`src/hdl/dse_pkg.sv`:
```
`timescale 1ns / 1ps
// ----------------------------------------------------------------------------
// dse_pkg
// Shared types and codes for the descriptive statistics engine.
// ----------------------------------------------------------------------------
package dse_pkg;

	typedef enum logic [2:0] {
		ST_IDLE,
		ST_DIV,
		ST_SCAN,
		ST_MEAN,
		ST_MED,
		ST_RNG,
		ST_MODE
	} state_t;

	localparam logic [2:0] SEL_MEAN   = 3'd0;
	localparam logic [2:0] SEL_MEDIAN = 3'd1;
	localparam logic [2:0] SEL_RANGE  = 3'd2;
	localparam logic [2:0] SEL_MODE   = 3'd3;
	localparam logic [2:0] SEL_ALL    = 3'd4;

	localparam logic [1:0] KIND_MEAN   = 2'd0;
	localparam logic [1:0] KIND_MEDIAN = 2'd1;
	localparam logic [1:0] KIND_RANGE  = 2'd2;
	localparam logic [1:0] KIND_MODE   = 2'd3;

	localparam int VALUE_W = 33;

endpackage

```
`src/hdl/dse_cell.sv`:
```
`timescale 1ns / 1ps
// ----------------------------------------------------------------------------
// dse_cell
// One slot of the sorted sample chain: insertion step or rotate step.
// ----------------------------------------------------------------------------
module dse_cell #(
	parameter int W = 32
) (
	input  logic                clk,
	input  logic                ins_en,
	input  logic                shift_en,
	input  logic signed [W-1:0] s,
	input  logic                valid,
	input  logic                prev_valid,
	input  logic                prev_gt,
	input  logic signed [W-1:0] prev_v,
	input  logic signed [W-1:0] next_v,
	output logic                gt,
	output logic signed [W-1:0] v
);

	logic signed [W-1:0] v_q;

	assign gt = valid && (v_q > s);
	assign v  = v_q;

	always_ff @(posedge clk) begin
		if (ins_en) begin
			// larger values move up one slot, the new sample lands at the boundary
			if (prev_gt) begin
				v_q <= prev_v;
			end else if (gt || (!valid && prev_valid)) begin
				v_q <= s;
			end
		end else if (shift_en) begin
			v_q <= next_v;
		end
	end

endmodule

```
`src/hdl/dse_div.sv`:
```
`timescale 1ns / 1ps
// ----------------------------------------------------------------------------
// dse_div
// Restoring signed-by-unsigned divider, one quotient bit per cycle,
// truncating toward zero.
// ----------------------------------------------------------------------------
module dse_div #(
	parameter int NW = 37,
	parameter int DW = 6
) (
	input  logic                 clk,
	input  logic                 arst_n,
	input  logic                 start,
	input  logic signed [NW-1:0] dividend,
	input  logic [DW-1:0]        divisor,
	output logic                 done,
	output logic signed [NW-1:0] quotient
);

	localparam int CNTW = $clog2(NW + 1);

	logic [NW-1:0]   mag_q;
	logic [DW-1:0]   rem_q;
	logic [CNTW-1:0] cnt_q;
	logic            run_q;
	logic            done_q;
	logic            neg_q;
	logic [DW:0]     rem_next;
	logic [DW:0]     rem_sub;

	assign rem_next = {rem_q, mag_q[NW-1]};
	assign rem_sub  = rem_next - {1'b0, divisor};
	assign done     = done_q;
	assign quotient = neg_q ? -$signed(mag_q) : $signed(mag_q);

	always_ff @(posedge clk or negedge arst_n) begin
		if (!arst_n) begin
			run_q  <= 1'b0;
			done_q <= 1'b0;
		end else begin
			done_q <= 1'b0;
			if (start) begin
				run_q <= 1'b1;
			end else if (run_q && cnt_q == CNTW'(1)) begin
				run_q  <= 1'b0;
				done_q <= 1'b1;
			end
		end
	end

	always_ff @(posedge clk) begin
		if (start) begin
			mag_q <= dividend[NW-1] ? NW'(-dividend) : NW'(dividend);
			neg_q <= dividend[NW-1];
			rem_q <= '0;
			cnt_q <= CNTW'(NW);
		end else if (run_q) begin
			if (rem_next >= {1'b0, divisor}) begin
				rem_q <= rem_sub[DW-1:0];
				mag_q <= {mag_q[NW-2:0], 1'b1};
			end else begin
				rem_q <= rem_next[DW-1:0];
				mag_q <= {mag_q[NW-2:0], 1'b0};
			end
			cnt_q <= cnt_q - CNTW'(1);
		end
	end

endmodule

```
`src/hdl/descriptive_statistics_engine.sv`:
```
`timescale 1ns / 1ps
// ----------------------------------------------------------------------------
// descriptive_statistics_engine
// Sorted sample chain with mean, median, range and mode readout.
// ----------------------------------------------------------------------------
// Samples: one per cycle while not busy, each inserted into the cell chain on acceptance.
// After the last sample: a divide for the mean, a rotation of the chain for
// min/max/median/mode counts, then one cycle per scalar result and a second
// rotation for the mode pass.
// Results are strobed for one cycle; the receiver cannot stall.
// Async reset clears the count, sum, flags and selector; cell data is not reset.
module descriptive_statistics_engine #(
	parameter int MAX_SAMPLES  = 32,
	parameter int SAMPLE_WIDTH = 32
) (
	input  logic               clk,
	input  logic               arst_n,
	input  logic               start,
	output logic               busy,
	input  logic signed [31:0] sample,
	input  logic               last_sample,
	input  logic               cfg_we,
	input  logic [2:0]         cfg_wdata,
	output logic               result_valid,
	output logic [1:0]         result_kind,
	output logic signed [32:0] value,
	output logic               last_result,
	output logic               overflow_flag
);

	localparam int W    = SAMPLE_WIDTH;
	localparam int CW   = $clog2(MAX_SAMPLES + 1);
	localparam int JW   = $clog2(MAX_SAMPLES);
	localparam int SUMW = W + CW;

	dse_pkg::state_t state_q, state_d;

	logic [2:0]             sel_q;
	logic [2:0]             sel;
	logic [CW-1:0]          count_q;
	logic signed [SUMW-1:0] sum_q;
	logic                   drop_q;
	logic                   div_go_q;
	logic [JW-1:0]          j_q;
	logic [CW-1:0]          run_q, best_q, nbest_q, mcnt_q;
	logic signed [W-1:0]    prev_q, min_q, max_q, lo_q, hi_q;
	logic signed [SUMW-1:0] mean_q;

	logic signed [63:0]     s_ext;
	logic signed [W-1:0]    s;
	logic                   accept, room, ins_en, shift_en;
	logic                   scan_end, in_set, run_start, run_end, mode_hit, finish;
	logic [CW-1:0]          j_ext, run_cur;
	logic                   div_done;
	logic signed [SUMW-1:0] quot;

	logic signed [W-1:0] cv [MAX_SAMPLES];
	logic                cgt [MAX_SAMPLES];
	logic                cvalid [MAX_SAMPLES];

	logic                emit, emit_last;
	logic [1:0]          emit_kind;
	logic signed [63:0]  emit_val;
	logic signed [W:0]   med_sum, rng;

	assign busy     = (state_q != dse_pkg::ST_IDLE);
	assign accept   = start && !busy;
	assign room     = (count_q < CW'(MAX_SAMPLES));
	assign ins_en   = accept && room;
	assign shift_en = (state_q == dse_pkg::ST_SCAN) || (state_q == dse_pkg::ST_MODE);
	assign s_ext    = 64'(sample);
	assign s        = s_ext[W-1:0];
	assign sel      = (sel_q > dse_pkg::SEL_ALL) ? dse_pkg::SEL_ALL : sel_q;

	genvar i;
	generate
		for (i = 0; i < MAX_SAMPLES; i++) begin : g_cell
			assign cvalid[i] = (CW'(i) < count_q);
			dse_cell #(.W(W)) u_cell (
				.clk        (clk),
				.ins_en     (ins_en),
				.shift_en   (shift_en),
				.s          (s),
				.valid      (cvalid[i]),
				.prev_valid ((i == 0) ? 1'b1 : cvalid[(i == 0) ? 0 : i-1]),
				.prev_gt    ((i == 0) ? 1'b0 : cgt[(i == 0) ? 0 : i-1]),
				.prev_v     (cv[(i == 0) ? 0 : i-1]),
				.next_v     (cv[(i + 1) % MAX_SAMPLES]),
				.gt         (cgt[i]),
				.v          (cv[i])
			);
		end
	endgenerate

	dse_div #(.NW(SUMW), .DW(CW)) u_div (
		.clk      (clk),
		.arst_n   (arst_n),
		.start    (div_go_q),
		.dividend (sum_q),
		.divisor  (count_q),
		.done     (div_done),
		.quotient (quot)
	);

	// run tracking over the rotating chain: cell 0 is the current element
	assign scan_end  = (j_q == JW'(MAX_SAMPLES - 1));
	assign j_ext     = CW'(j_q);
	assign in_set    = (j_ext < count_q);
	assign run_start = (j_q == '0) || (cv[0] != prev_q);
	assign run_cur   = run_start ? CW'(1) : run_q + CW'(1);
	assign run_end   = (j_ext + CW'(1) == count_q) || (cv[1] != cv[0]);
	assign mode_hit  = (state_q == dse_pkg::ST_MODE) && in_set && run_end
		&& (run_cur == best_q);
	assign med_sum   = (W+1)'(lo_q) + (W+1)'(hi_q);
	assign rng       = (W+1)'(max_q) - (W+1)'(min_q);

	always_comb begin
		state_d   = state_q;
		emit      = 1'b0;
		emit_last = 1'b0;
		emit_kind = dse_pkg::KIND_MEAN;
		emit_val  = 64'(mean_q);
		finish    = 1'b0;
		unique case (state_q)
			dse_pkg::ST_IDLE: begin
				if (accept && last_sample) state_d = dse_pkg::ST_DIV;
			end
			dse_pkg::ST_DIV: begin
				if (div_done) state_d = dse_pkg::ST_SCAN;
			end
			dse_pkg::ST_SCAN: begin
				if (scan_end) begin
					unique case (sel)
						dse_pkg::SEL_MEDIAN: state_d = dse_pkg::ST_MED;
						dse_pkg::SEL_RANGE:  state_d = dse_pkg::ST_RNG;
						dse_pkg::SEL_MODE:   state_d = dse_pkg::ST_MODE;
						default:             state_d = dse_pkg::ST_MEAN;
					endcase
				end
			end
			dse_pkg::ST_MEAN: begin
				emit      = 1'b1;
				emit_last = (sel != dse_pkg::SEL_ALL);
				state_d   = emit_last ? dse_pkg::ST_IDLE : dse_pkg::ST_MED;
				finish    = emit_last;
			end
			dse_pkg::ST_MED: begin
				emit      = 1'b1;
				emit_kind = dse_pkg::KIND_MEDIAN;
				emit_val  = 64'(med_sum >>> 1);
				emit_last = (sel != dse_pkg::SEL_ALL);
				state_d   = emit_last ? dse_pkg::ST_IDLE : dse_pkg::ST_RNG;
				finish    = emit_last;
			end
			dse_pkg::ST_RNG: begin
				emit      = 1'b1;
				emit_kind = dse_pkg::KIND_RANGE;
				emit_val  = 64'(rng);
				emit_last = (sel != dse_pkg::SEL_ALL);
				state_d   = emit_last ? dse_pkg::ST_IDLE : dse_pkg::ST_MODE;
				finish    = emit_last;
			end
			dse_pkg::ST_MODE: begin
				emit      = mode_hit;
				emit_kind = dse_pkg::KIND_MODE;
				emit_val  = 64'(cv[0]);
				emit_last = (mcnt_q + CW'(1) == nbest_q);
				if (scan_end) begin
					state_d = dse_pkg::ST_IDLE;
					finish  = 1'b1;
				end
			end
			default: state_d = dse_pkg::ST_IDLE;
		endcase
	end

	always_ff @(posedge clk or negedge arst_n) begin
		if (!arst_n) begin
			state_q      <= dse_pkg::ST_IDLE;
			sel_q        <= dse_pkg::SEL_MEAN;
			count_q      <= '0;
			sum_q        <= '0;
			drop_q       <= 1'b0;
			div_go_q     <= 1'b0;
			j_q          <= '0;
			result_valid <= 1'b0;
		end else begin
			state_q      <= state_d;
			div_go_q     <= accept && last_sample;
			result_valid <= emit;
			if (cfg_we) sel_q <= cfg_wdata;
			if (ins_en) begin
				count_q <= count_q + CW'(1);
				sum_q   <= sum_q + SUMW'(s);
			end else if (accept) begin
				drop_q <= 1'b1;
			end
			if (finish) begin
				count_q <= '0;
				sum_q   <= '0;
				drop_q  <= 1'b0;
			end
			if (shift_en) begin
				j_q <= scan_end ? '0 : j_q + JW'(1);
			end
		end
	end

	always_ff @(posedge clk) begin
		if (div_done) mean_q <= quot;
		if (accept && last_sample) begin
			best_q  <= '0;
			nbest_q <= '0;
			mcnt_q  <= '0;
		end
		if (shift_en && in_set) begin
			run_q  <= run_cur;
			prev_q <= cv[0];
		end
		if (state_q == dse_pkg::ST_SCAN && in_set) begin
			if (j_q == '0) min_q <= cv[0];
			if (j_ext + CW'(1) == count_q) max_q <= cv[0];
			if (j_ext == ((count_q - CW'(1)) >> 1)) lo_q <= cv[0];
			if (j_ext == (count_q >> 1)) hi_q <= cv[0];
			if (run_end) begin
				if (run_cur > best_q) begin
					best_q  <= run_cur;
					nbest_q <= CW'(1);
				end else if (run_cur == best_q) begin
					nbest_q <= nbest_q + CW'(1);
				end
			end
		end
		if (mode_hit) mcnt_q <= mcnt_q + CW'(1);
		if (emit) begin
			result_kind   <= emit_kind;
			value         <= emit_val[32:0];
			last_result   <= emit_last;
			overflow_flag <= drop_q;
		end
	end

endmodule
```
`config.mk`:
```
export PLATFORM = sky130hd
export DESIGN_NAME = descriptive_statistics_engine
export DESIGN_NICKNAME = d
export VERILOG_FILES = /design/src/hdl/dse_pkg.sv /design/src/hdl/dse_cell.sv /design/src/hdl/dse_div.sv /design/src/hdl/descriptive_statistics_engine.sv
export SDC_FILE = /design/constraint.sdc
export NUM_CORES = 2
export LEC_CHECK = 0
export ABC_CLOCK_PERIOD_IN_PS = 5300
export BUFFER_PORTS_ARGS = -buffer_cell sky130_fd_sc_hd__buf_4
export CELL_PAD_IN_SITES_DETAIL_PLACEMENT = 2
export CELL_PAD_IN_SITES_GLOBAL_PLACEMENT = 2
export CORE_MARGIN = 5
export CORE_UTILIZATION = 39
export CTS_CLUSTER_SIZE = 40
export DETAILED_ROUTE_END_ITERATION = 8
export PLACE_DENSITY = 0.78
export SETUP_SLACK_MARGIN = 0.05
export SYNTH_ARGS = -nofsm -noshare
export SYNTH_HDL_FRONTEND = slang
export SYNTH_SLANG_ARGS = --single-unit
```
`constraint.sdc`:
```
create_clock -name clk -period 5.3 [get_ports clk]
set_input_delay 1.06 -clock clk [delete_from_list [all_inputs] [get_ports clk]]
set_output_delay 1.06 -clock clk [all_outputs]
set_load 0.03 [all_outputs]
```
==> impl_metrics.toml <==
[synthesis]
synth_xor_xnor_area_share = 0.02296
synthMostInstantiatedCell = "edfxtp_1"
syn-num-nets = 10380
ys_seq_area_frac = 0.4318
synth_top_family_by_area = "compound AO/OA/AOI/OAI gates"
synth_top_area_share = 0.4110
netlist_top_cells_area = "edfxtp_1, ha_1, mux2i_1"
synth-edff-count = 1305
synth_flop_cell = "edfxtp_1"
synth_compound_area_frac = 0.1597
avgSynthCellArea_um2 = 10.35
synthMuxAreaShare = 0.1057
async_flop_share = 0.04320
yosysTopAreaCell = "edfxtp_1"
yosys.area_share.simple = 0.1030
syn_inst = 9215
ys_ff_latch = 1389
ys_warn_count = 0
synthAdderAreaFrac = 0.1481
yosysUniqueCellTypes = 88
synth_common_cells = "edfxtp_1, nand2_1, ha_1, o21ai_0, mux2i_1"
synth_area_um2 = 95350

[route]
ant_nets = 0
drt_wl_total_um = 403800
drt_first_iter_violations = 7200
viasPerCell = 6.343
drc = 0
wl_per_cell_um = 32.01
drtPass1Iterations = 5
num_vias = 80000

[timing]
setup_viol = 0
worst_pin_slew_ps = 1287
slew_headroom = 0.1340
final.setup_skew_ps = 56.85
drv_slew = 0
finalCritPeriodShare = 0.8922
fmax_ghz = 0.2115
holdWs_ps = 203.4
layout_setup_ws_ps = 571.1
timing.final.hold_violations = 0
rsz0062_at_grt = "false"
period_needed_ps = 4729

[run]
max_cap_violations = 0

[cts]
htree_levels = 4
cts_tree = "built"
cts_sinks = 1389
clk_pin_slew_worst_paths_ps = 60
root_buffer = "clkbuf_16"
insertion_delay_ps = 870
clock_path_buffers = 3
numCtsBuffers = 171
postCtsHoldBufs = 0

[finish]
drive_gt1_frac = 0.08096
fin_util = 0.4412
stdcell_area_um2 = 107300
syn_to_final_growth_pct = 12.55
final_nets = 10420
fillCellCount = 25130

[setup_path]
r2r_slack_ps = 570
worstPathRequired_ps = 5790
setup.worst_path.end_class = "flop"
crit_start = "j_q[1]"
cp.arrival_ps = 5220
slowest_stage = "dfrtp_1"
cpMostUsedCell = "buf_4"
r2r-end = "value[16]"
ff2ff_path_depth = 17
crit_cells = 17
critPathKind = "flop to flop"
endpoint = "value[16]"
worstPathCellList = "inv_1 -> ha_1 -> nor4b_1 -> buf_4 -> nor4_1 -> nand4_1 -> nor4_1 -> nand4_1 -> buf_4 -> nor2_1 -> ha_1 -> nand3_1 -> nor2_1 -> nand3_1 -> or3_1 -> nand2_1 -> buf_4"
slowest_delay_ps = 610
start_kind = "flop"
cpLargestDelayFamily = "simple AND/OR/NAND/NOR gates"
cp_max_fo = 38
crit_buf_inv = 4
r2r_start = "j_q[1]"

[pwr]
vdd_drop_max_v = 0.0003167
p_per_area_nw_per_um2 = 608.2
leakagePower_nw = 46.57
power_mw = 65.26

[grt]
globalRouteOverflowTotal = 0
grt_pass1_vias = 86020
track_usage = 0.3050
grt_pass1_wl_um = 586900
antenna_found_initial = 11
grt_max_degree = 244

[floorplan]
die_x_um = 504.4
rows = 181
dieArea_um2 = 254500
io_pins = 79
dieHeight_um = 504.4
core_um2 = 243200
initial_core_util = 0.3920

[place]
globalplace.congestion = 0.8993
dp_hpwl_um = 289300
pre_cts_slack_ps = 178.5
io_buffers = 78
post_dp_cell_area_um2 = 101800

[worst_hold_path]
holdCritPathClass = "input pin to asynchronous set/reset pin"

[run_status]
outcome = "completed"
worst register-to-register path: stages, from the launching register on:
cell     delay, ps
dfrtp_1        610
inv_1          160
ha_1           220
nor4b_1        160
buf_4          180
nor4_1         250
nand4_1        140
nor4_1         290
nand4_1        140
buf_4          210
nor2_1         180
ha_1           180
nand3_1         80
nor2_1         180
nand3_1        240
or3_1          560
nand2_1        120
buf_4          420
stage by stage:
step           TNS (ps)  cells
6_report              0  12610
5_1_grt               0  12610
4_1_cts               0  12600
3_5_place_dp          0  12280
3_3_place_gp          0  12280
2_1_floorplan    -34440   9215
report_power, final:
group | internal, mW | switching (mW) | total, mW
combinational | 10.1 | 18.0 | 28.1
sequential | 19.6 | 5.66 | 25.2
clock | 6.61 | 5.29 | 11.9
how the worst min path moves through the flow:
stage	to	start	slack, ps	depth (start not counted)
after floorplan	u_div.rem_q[5]	u_div.rem_q[5]	420	2
after global placement	u_div.rem_q[5]	u_div.rem_q[5]	440	2
after detailed placement	u_div.rem_q[5]	u_div.rem_q[5]	460	2
after CTS	sum_q[20]	arst_n	170	1
after global routing	sum_q[18]	arst_n	210	1
final	sum_q[18]	arst_n	200	1
flip-flops by register name, indices dropped and copies added (netlist names), 32 cells and up:
name and count:
g_cell.u_cell.v 1024, hi_q 32, lo_q 32, max_q 32, mean_q 33, min_q 32, prev_q 32, sum_q 38
u_div.mag_q 38, value 33
layout make-up:
type | count | area [um2] | area share
Antenna cell | 11 | 27.53 | 0.0002565
Sequential cell | 1389 | 41170 | 0.3837
Timing Repair Buffer | 383 | 3801 | 0.03542
Multi-Input combinational cell | 7122 | 52120 | 0.4857
Inverter | 185 | 705.7 | 0.006576
Clock inverter | 99 | 877.1 | 0.008174
Tap cell | 3202 | 4006 | 0.03733
Clock buffer | 222 | 4602 | 0.04289
logic make-up (layout without fill, tap and decap cells):
family | count (synthesis) | after routing
fa+ha+maj | 1126 | 1126
mux | 1006 | 1006
xor+xnor | 250 | 250
other cells | 0 | 11
simple gates | 2160 | 2160
compound gates | 2580 | 2580
flops | 1389 | 1389
buf+inv | 704 | 889
what timing repair did:
item / in CTS / in global routing
setup endpoints to repair: 0 / 37
setup buffers: 0 / 1
gates resized for setup: 0 / 0
metal layers:
| layer | global-route usage | routed length (um) |
|---|---|---|
| met1 | 0.3865 | 166700 |
| met4 | 0.1824 | 28560 |
| met5 | 0 | 0 |
| met2 | 0.4998 | 186100 |
| met3 | 0.03797 | 22440 |
layout by cell type, fill, tap and decap left out, drive strengths merged, types with 9 or more instances in the layout:
cell,netlist,layout
o31a,11,11
a21oi,463,463
and3,16,16
o22ai,10,10
nand2b,51,51
nor2,243,243
xor2,111,111
o41ai,11,11
nand4,270,270
buf,85,383
a221oi,28,28
dfrtp,60,60
nand2,1224,1224
nor3,38,38
or3,37,37
o31ai,37,37
nand3,95,95
edfxtp,1305,1305
o21ai,1280,1280
o21bai,18,18
mux2i,999,999
nor2b,73,73
dfxtp,24,24
a21o,475,475
o211ai,15,15
o221ai,29,29
ha,1122,1122
inv,184,190
xnor2,139,139
clkbuf,434,222
a31oi,51,51
a211o,10,10
o21a,50,50
clkinv,1,77
and2,9,9
a211oi,22,22
diode,0,11
or4,20,20
nor4,54,54
bufinv,0,9
Power figures use the tool's default switching activity.
